<file path="src/hw/rtl/tsbn_pkg.sv">
// ----------------------------------------------------------------------------
// tsbn_pkg
// Types and constants shared by the triangle box and normal block.
// ----------------------------------------------------------------------------
`default_nettype none

package tsbn_pkg;

  localparam int unsigned CFG_IDX_W = 8;
  localparam logic [CFG_IDX_W-1:0] REG_SWEEP = 8'd0;
  localparam logic [CFG_IDX_W-1:0] REG_TSTEP = 8'd1;

  localparam logic [31:0] ONE_Q30 = 32'h4000_0000;

  typedef enum logic [15:0] {
    S_IDLE      = 16'h0001,
    S_BOX       = 16'h0002,
    S_ADV_MUL   = 16'h0004,
    S_ADV_ACC   = 16'h0008,
    S_CR_MUL    = 16'h0010,
    S_CR_ACC    = 16'h0020,
    S_ABS       = 16'h0040,
    S_NORM      = 16'h0080,
    S_SQ_MUL    = 16'h0100,
    S_SQ_ACC    = 16'h0200,
    S_SQRT_INIT = 16'h0400,
    S_SQRT      = 16'h0800,
    S_DIV_INIT  = 16'h1000,
    S_DIV       = 16'h2000,
    S_DIV_FIN   = 16'h4000,
    S_EMIT      = 16'h8000
  } state_t;

  typedef enum logic [4:0] {
    OP_NONE,
    OP_CAPTURE,
    OP_BOX,
    OP_ADV_MUL,
    OP_ADV_ACC,
    OP_CR_MUL,
    OP_CR_ACC,
    OP_ABS,
    OP_NORM,
    OP_SQ_MUL,
    OP_SQ_ACC,
    OP_SQRT_INIT,
    OP_SQRT,
    OP_DIV_INIT,
    OP_DIV,
    OP_DIV_FIN,
    OP_EMIT
  } op_t;

  typedef struct packed {
    op_t         op;
    logic [3:0]  sel;
    logic [15:0] tri_idx;
  } cmd_t;

  typedef struct packed {
    logic sweep;
    logic zero;
    logic norm_done;
    logic out_free;
  } sts_t;

  typedef struct packed {
    logic signed [31:0] pos_x;
    logic signed [31:0] pos_y;
    logic signed [31:0] pos_z;
    logic signed [31:0] vel_x;
    logic signed [31:0] vel_y;
    logic signed [31:0] vel_z;
  } corner_t;

  typedef struct packed {
    logic signed [31:0] box_min_x;
    logic signed [31:0] box_min_y;
    logic signed [31:0] box_min_z;
    logic signed [31:0] box_max_x;
    logic signed [31:0] box_max_y;
    logic signed [31:0] box_max_z;
    logic signed [31:0] normal_x;
    logic signed [31:0] normal_y;
    logic signed [31:0] normal_z;
    logic               degenerate;
    logic [15:0]        triangle_index;
  } result_t;

  // Edge-1 axis of the cross product term chosen by the term number
  function automatic logic [1:0] cross_a(input logic [2:0] term);
    logic [1:0] a;
    unique case (term)
      3'd0:    a = 2'd1;
      3'd1:    a = 2'd2;
      3'd2:    a = 2'd2;
      3'd3:    a = 2'd0;
      3'd4:    a = 2'd0;
      3'd5:    a = 2'd1;
      default: a = 2'd0;
    endcase
    return a;
  endfunction

  // Edge-2 axis of the same term
  function automatic logic [1:0] cross_b(input logic [2:0] term);
    logic [1:0] b;
    unique case (term)
      3'd0:    b = 2'd2;
      3'd1:    b = 2'd1;
      3'd2:    b = 2'd0;
      3'd3:    b = 2'd2;
      3'd4:    b = 2'd1;
      3'd5:    b = 2'd0;
      default: b = 2'd0;
    endcase
    return b;
  endfunction

endpackage

`default_nettype wire

</file>
<file path="src/hw/rtl/tsbn_ctrl.sv">
// ----------------------------------------------------------------------------
// tsbn_ctrl
// Sequencer: corner counting, triangle numbering and the per-triangle steps.
// ----------------------------------------------------------------------------
`default_nettype none

module tsbn_ctrl #(
  parameter int unsigned MAX_TRIANGLES = 65536
) (
  input  wire                 clk,
  input  wire                 rst_n,
  input  wire                 in_valid,
  output logic                in_ready,
  input  tsbn_pkg::sts_t      sts,
  output tsbn_pkg::cmd_t      cmd
);

  tsbn_pkg::state_t state_r, state_nxt;
  logic [3:0]  cnt_r, cnt_nxt;
  logic [4:0]  it_r, it_nxt;
  logic [1:0]  corner_r, corner_nxt;
  logic [15:0] tri_r, tri_nxt;

  always_comb begin
    state_nxt   = state_r;
    cnt_nxt     = cnt_r;
    it_nxt      = it_r;
    corner_nxt  = corner_r;
    tri_nxt     = tri_r;
    in_ready    = 1'b0;
    cmd.op      = tsbn_pkg::OP_NONE;
    cmd.sel     = cnt_r;
    cmd.tri_idx = tri_r;
    unique case (state_r)
      tsbn_pkg::S_IDLE: begin
        in_ready = 1'b1;
        if (in_valid) begin
          cmd.op  = tsbn_pkg::OP_CAPTURE;
          cmd.sel = {2'b00, corner_r};
          if (corner_r == 2'd2) begin
            corner_nxt = 2'd0;
            state_nxt  = tsbn_pkg::S_BOX;
          end else begin
            corner_nxt = corner_r + 2'd1;
          end
        end
      end
      tsbn_pkg::S_BOX: begin
        cmd.op  = tsbn_pkg::OP_BOX;
        cnt_nxt = '0;
        state_nxt = sts.sweep ? tsbn_pkg::S_ADV_MUL : tsbn_pkg::S_CR_MUL;
      end
      tsbn_pkg::S_ADV_MUL: begin
        cmd.op    = tsbn_pkg::OP_ADV_MUL;
        state_nxt = tsbn_pkg::S_ADV_ACC;
      end
      tsbn_pkg::S_ADV_ACC: begin
        // walk axis then corner
        cmd.op = tsbn_pkg::OP_ADV_ACC;
        if (cnt_r == {2'd2, 2'd2}) begin
          cnt_nxt   = '0;
          state_nxt = tsbn_pkg::S_CR_MUL;
        end else begin
          cnt_nxt   = (cnt_r[1:0] == 2'd2) ? {cnt_r[3:2] + 2'd1, 2'd0} : cnt_r + 4'd1;
          state_nxt = tsbn_pkg::S_ADV_MUL;
        end
      end
      tsbn_pkg::S_CR_MUL: begin
        cmd.op    = tsbn_pkg::OP_CR_MUL;
        state_nxt = tsbn_pkg::S_CR_ACC;
      end
      tsbn_pkg::S_CR_ACC: begin
        cmd.op = tsbn_pkg::OP_CR_ACC;
        if (cnt_r == 4'd5) begin
          cnt_nxt   = '0;
          state_nxt = tsbn_pkg::S_ABS;
        end else begin
          cnt_nxt   = cnt_r + 4'd1;
          state_nxt = tsbn_pkg::S_CR_MUL;
        end
      end
      tsbn_pkg::S_ABS: begin
        cmd.op    = tsbn_pkg::OP_ABS;
        state_nxt = tsbn_pkg::S_NORM;
      end
      tsbn_pkg::S_NORM: begin
        priority if (sts.zero) begin
          state_nxt = tsbn_pkg::S_EMIT;
        end else if (sts.norm_done) begin
          cnt_nxt   = '0;
          state_nxt = tsbn_pkg::S_SQ_MUL;
        end else begin
          cmd.op = tsbn_pkg::OP_NORM;
        end
      end
      tsbn_pkg::S_SQ_MUL: begin
        cmd.op    = tsbn_pkg::OP_SQ_MUL;
        state_nxt = tsbn_pkg::S_SQ_ACC;
      end
      tsbn_pkg::S_SQ_ACC: begin
        cmd.op = tsbn_pkg::OP_SQ_ACC;
        if (cnt_r == 4'd2) begin
          cnt_nxt   = '0;
          state_nxt = tsbn_pkg::S_SQRT_INIT;
        end else begin
          cnt_nxt   = cnt_r + 4'd1;
          state_nxt = tsbn_pkg::S_SQ_MUL;
        end
      end
      tsbn_pkg::S_SQRT_INIT: begin
        cmd.op    = tsbn_pkg::OP_SQRT_INIT;
        it_nxt    = '0;
        state_nxt = tsbn_pkg::S_SQRT;
      end
      tsbn_pkg::S_SQRT: begin
        cmd.op = tsbn_pkg::OP_SQRT;
        it_nxt = it_r + 5'd1;
        if (it_r == 5'd31) begin
          cnt_nxt   = '0;
          state_nxt = tsbn_pkg::S_DIV_INIT;
        end
      end
      tsbn_pkg::S_DIV_INIT: begin
        cmd.op    = tsbn_pkg::OP_DIV_INIT;
        it_nxt    = '0;
        state_nxt = tsbn_pkg::S_DIV;
      end
      tsbn_pkg::S_DIV: begin
        cmd.op = tsbn_pkg::OP_DIV;
        it_nxt = it_r + 5'd1;
        if (it_r == 5'd31) state_nxt = tsbn_pkg::S_DIV_FIN;
      end
      tsbn_pkg::S_DIV_FIN: begin
        cmd.op = tsbn_pkg::OP_DIV_FIN;
        if (cnt_r == 4'd2) begin
          state_nxt = tsbn_pkg::S_EMIT;
        end else begin
          cnt_nxt   = cnt_r + 4'd1;
          state_nxt = tsbn_pkg::S_DIV_INIT;
        end
      end
      tsbn_pkg::S_EMIT: begin
        // hold until the result register frees up
        if (sts.out_free) begin
          cmd.op    = tsbn_pkg::OP_EMIT;
          tri_nxt   = (17'(tri_r) == 17'(MAX_TRIANGLES - 1)) ? 16'd0 : tri_r + 16'd1;
          state_nxt = tsbn_pkg::S_IDLE;
        end
      end
      default: begin
        state_nxt = tsbn_pkg::S_IDLE;
      end
    endcase
  end

  always_ff @(posedge clk) begin
    if (!rst_n) begin
      state_r  <= tsbn_pkg::S_IDLE;
      cnt_r    <= '0;
      it_r     <= '0;
      corner_r <= '0;
      tri_r    <= '0;
    end else begin
      state_r  <= state_nxt;
      cnt_r    <= cnt_nxt;
      it_r     <= it_nxt;
      corner_r <= corner_nxt;
      tri_r    <= tri_nxt;
    end
  end

endmodule

`default_nettype wire

</file>
<file path="config.mk">
export PLATFORM = sky130hd
export DESIGN_NAME = tsbn_ctrl
export DESIGN_NICKNAME = d
export VERILOG_FILES = /design/src/hw/rtl/tsbn_pkg.sv /design/src/hw/rtl/tsbn_ctrl.sv
export SDC_FILE = /design/constraint.sdc
export NUM_CORES = 1
export LEC_CHECK = 0
export BUFFER_PORTS_ARGS = -buffer_cell sky130_fd_sc_hd__buf_2
export CAP_MARGIN = 20
export CORE_MARGIN = 2
export CORE_UTILIZATION = 60
export DETAILED_ROUTE_END_ITERATION = 10
export MAX_ROUTING_LAYER = met4
export PLACE_DENSITY_LB_ADDON = 0.15
export SYNTH_ARGS = -nofsm -noshare
export SYNTH_HDL_FRONTEND = slang
export SYNTH_SLANG_ARGS = --single-unit
</file>
<file path="constraint.sdc">
create_clock -name clk -period 5.55 [get_ports clk]
set_input_delay 0.2775 -clock clk [delete_from_list [all_inputs] [get_ports clk]]
set_output_delay 0.2775 -clock clk [all_outputs]
set_load 0.1 [all_outputs]
</file>
==> results.md <==
* Nets at 381
* Post-CTS Setup Repair Bufs at 0
* PnR worst setup slack at around 2.3 ns
* Setup TNS at 0 ns
* Mean post-synth cell area at 8.211 µm²
* Hpwl dp at roughly 5000 µm
* Top cell type's share of synthesized area at 30.56%
* Row count at 24
* CTS clk-pin slew, worst paths at 0.09 ns
* Die Ht at 72.52 µm
* Post-synthesis sequential area ratio at a little under a third
* Initial Util at 63.37%
* Met2 wire len at 3151 µm
* Worst Tran Pin Value at 0.9653 ns
* # IOs at 33
* Worst setup path start: state_r[13]$_SDFFE_PN0P_
* Routed Antenna Nets at 0
* Synth Flop Type: dfxtp_1
* Largest net degree at the start of global routing at 21
* Met3 wire len at approximately 520 µm
* Worst R2R End: cnt_r[2]$_SDFFE_PN0P_
* Peak VDD IR at 0.2238 mV
* Clock Latency Late Sink at 0.30 ns
* Crit-path max FO at 12
* Final Max Tran Viols at 0
* Status: complete, no violations
* Area delta synth->final at 8.263%
* CTS H-Tree Depth at 2
* Post-CTS Hold Fix Bufs at 0
* Via count at 2710
* Global-route wire length before repair at between 10000 and 15000 µm
* Final min period at 3.238 ns
* Max Root-Sink Buffers at 2
* Final WL at about 7000 µm
* Avg WL per Cell at 16.80 µm
* Remaining Overflow, GRT at 0
* Number of global-route vias before repair at 2290
* Skew final at 0.008105 ns
* Share of post-route cells with drive strength above 1 at roughly a fifth
* Crit path required time at 5.27 ns
* Fillers at 384
* Fmax at 0.3088 GHz
* GPL Wtd Cong at 0.9781
* Hold WC Path Type: in2reg
* Post-CTS resize count at 0
* Die width at about 73 µm
* Reg-to-reg startpoint: state_r[4]$_SDFFE_PN0P_
* TritonCTS Sinks at 43
* Syn Inst Count at 343
* DR vias/cell at 6.499
* Final setup viols at 0
* Final Hold Fails at 0
* Initial antenna violation count at 0
* Diode count at 0
* Worst reg-to-reg setup slack at 2.66 ns
* Core Box Area at 4444 µm²
* Ranking of synthesized cells by area: dfxtp_1 (31%), nor2_1 (5.5%), ha_1 (4.4%)
* CP Launch Type: flop
* CTS tree: built
* Drt pass-1 iters at 5
* Total of max-cap violations at 0
* Synth Register Bits at 43
* LEAKAGE at 1.163 nW
* R2R depth at 6
* Number of buffers created by CTS at 5
* CTS Root Cell: clkbuf_8
* Post-synth top area cell: dfxtp_1
* Post-Syn Nets at 360
* RSZ-0062 raised after global routing: false
* Period Utilization, post-route at 58.34%
* Residual DRC count at 0
* Worst setup path endpoint: cmd[22]
* Netlist cell types at 57
* CP Class: reg2out
* Cell Area, Synth at approximately 2800 µm²
* All-Layer GR Usage at between 20 and 30%
* Post-place setup slack at 2.677 ns
* Wl on met1 at 3219 µm
* Die area at 5258 µm²
* Top sig layer: met4
* Post-synth EDFFs at 0
* 1st-iter DRT viols at 261
* Synth Warn # at 0
* Rel. slew slack at a little over a third
* # port buffers at 32
* Ys async rst share at 0%
* PwrDens at 233.0 nW/µm²
* Crit end category: output port
* Worst EP arrival at 2.96 ns
-- area by class of cell --
type,instances,area (µm²),share of cell area [%]
Clock inverter,2,12.51,0.4103
Clock buffer,6,72.57,2.380
Multi-Input combinational cell,270,1826,59.87
Inverter,10,37.54,1.231
Timing Repair Buffer,34,175.2,5.745
Tap cell,52,65.06,2.134
Sequential cell,43,860.8,28.23
-- registers in the layout, summed over array words and instances, names as in the netlist --
register,flops
it_r,5
corner_r,2
cnt_r,4
state_r,16
tri_r,16
-- metal layers --
metal / up-vias / GRT usage, %
met3: 12 / 4.028
met4: 0 / 8.848
met2: 113 / 42.51
li1: 1317 / -
met5: - / -
met1: 1268 / 40.00
-- cell usage after synthesis (all sizes together) (2+ instances only) --
cell type and instances:
or4 7, clkbuf 10, or3 7, a21oi 14
xor2 14, o21a 2, xnor2 6, mux2 2
o211ai 2, nor4b 6, inv 10, and4 3
nor4 22, nand4 10, ha 10, o21ai 14
nand2 24, a2111oi 3, a22oi 3, nor2b 4
and3 5, or2 3, nand3b 4, a22o 3
nor3 12, nor3b 5, dfxtp 43, or4b 6
a211o 2, buf 10, a31oi 2, a41oi 2
and2 4, nor2 42, nand3 14
-- critical path: stages, from the launching register on --
cell     delay (ns)
dfxtp_1        0.44
nor4_2         0.78
nand3_1        0.23
or4_1          0.54
nand3_1        0.20
buf_2          0.46
-- power breakdown --
group / switching [mW] / internal, mW
combinational: 0.138 / 0.0478
sequential: 0.00995 / 0.315
clock: 0.111 / 0.0881
total: 0.259 / 0.451
-- layout by cell type (no fill, tap or decap), drive strengths merged, types with 3 or more instances in the layout --
cell type / count
nand2: 24
o21ai: 14
nand3b: 4
nor3: 12
nor3b: 5
dfxtp: 43
nor2b: 4
inv: 10
buf: 34
nor2: 42
xor2: 14
or2: 3
a22oi: 3
and2: 4
or4b: 6
a21oi: 14
or4: 7
or3: 7
nand4: 10
and4: 3
ha: 10
a22o: 3
and3: 5
nor4: 22
nor4b: 6
a2111oi: 3
clkbuf: 6
nand3: 14
xnor2: 6
-- how the worst min path moves through the flow --
stage,from,end,slack (ns),cells after the start
3_3_place_gp,it_r[3]$_SDFFE_PN0P_,it_r[3]$_SDFFE_PN0P_,0.47,2
4_1_cts,sts[3],state_r[2]$_SDFFE_PN0P_,0.27,3
2_1_floorplan,sts[3],state_r[2]$_SDFFE_PN0P_,0.44,2
5_1_grt,sts[3],state_r[4]$_SDFFE_PN0P_,0.30,3
3_5_place_dp,it_r[3]$_SDFFE_PN0P_,it_r[3]$_SDFFE_PN0P_,0.48,2
6_report,sts[3],state_r[2]$_SDFFE_PN0P_,0.27,3
-- per-stage QoR --
stage	power (mW)	instances	hold slack (ns)	instance area (µm²)	utilization (%)
floorplan	0.4796	343	0.4379	2816	-
global placement	0.5115	409	0.4654	2964	66.69
detailed placement	0.5141	409	0.4785	2964	66.69
CTS	0.7113	417	0.2702	3049	68.61
global route	0.7351	417	0.3016	3049	68.61
finish	0.7105	417	0.2749	3049	68.61
-- logic make-up (layout without fill, tap and decap cells) --
logic type / Yosys count / after routing / synth area share [%]
flip-flops: 43 / 43 / 30.56
XOR/XNOR: 20 / 20 / 6.220
buffers and inverters: 30 / 52 / 4.620
adder cells (fa/ha/maj): 10 / 10 / 4.442
AND/OR/NAND/NOR: 182 / 182 / 39.81
AO/OA/AOI/OAI: 56 / 56 / 13.55
multiplexers: 2 / 2 / 0.7996
Power figures use the tool's default switching activity.
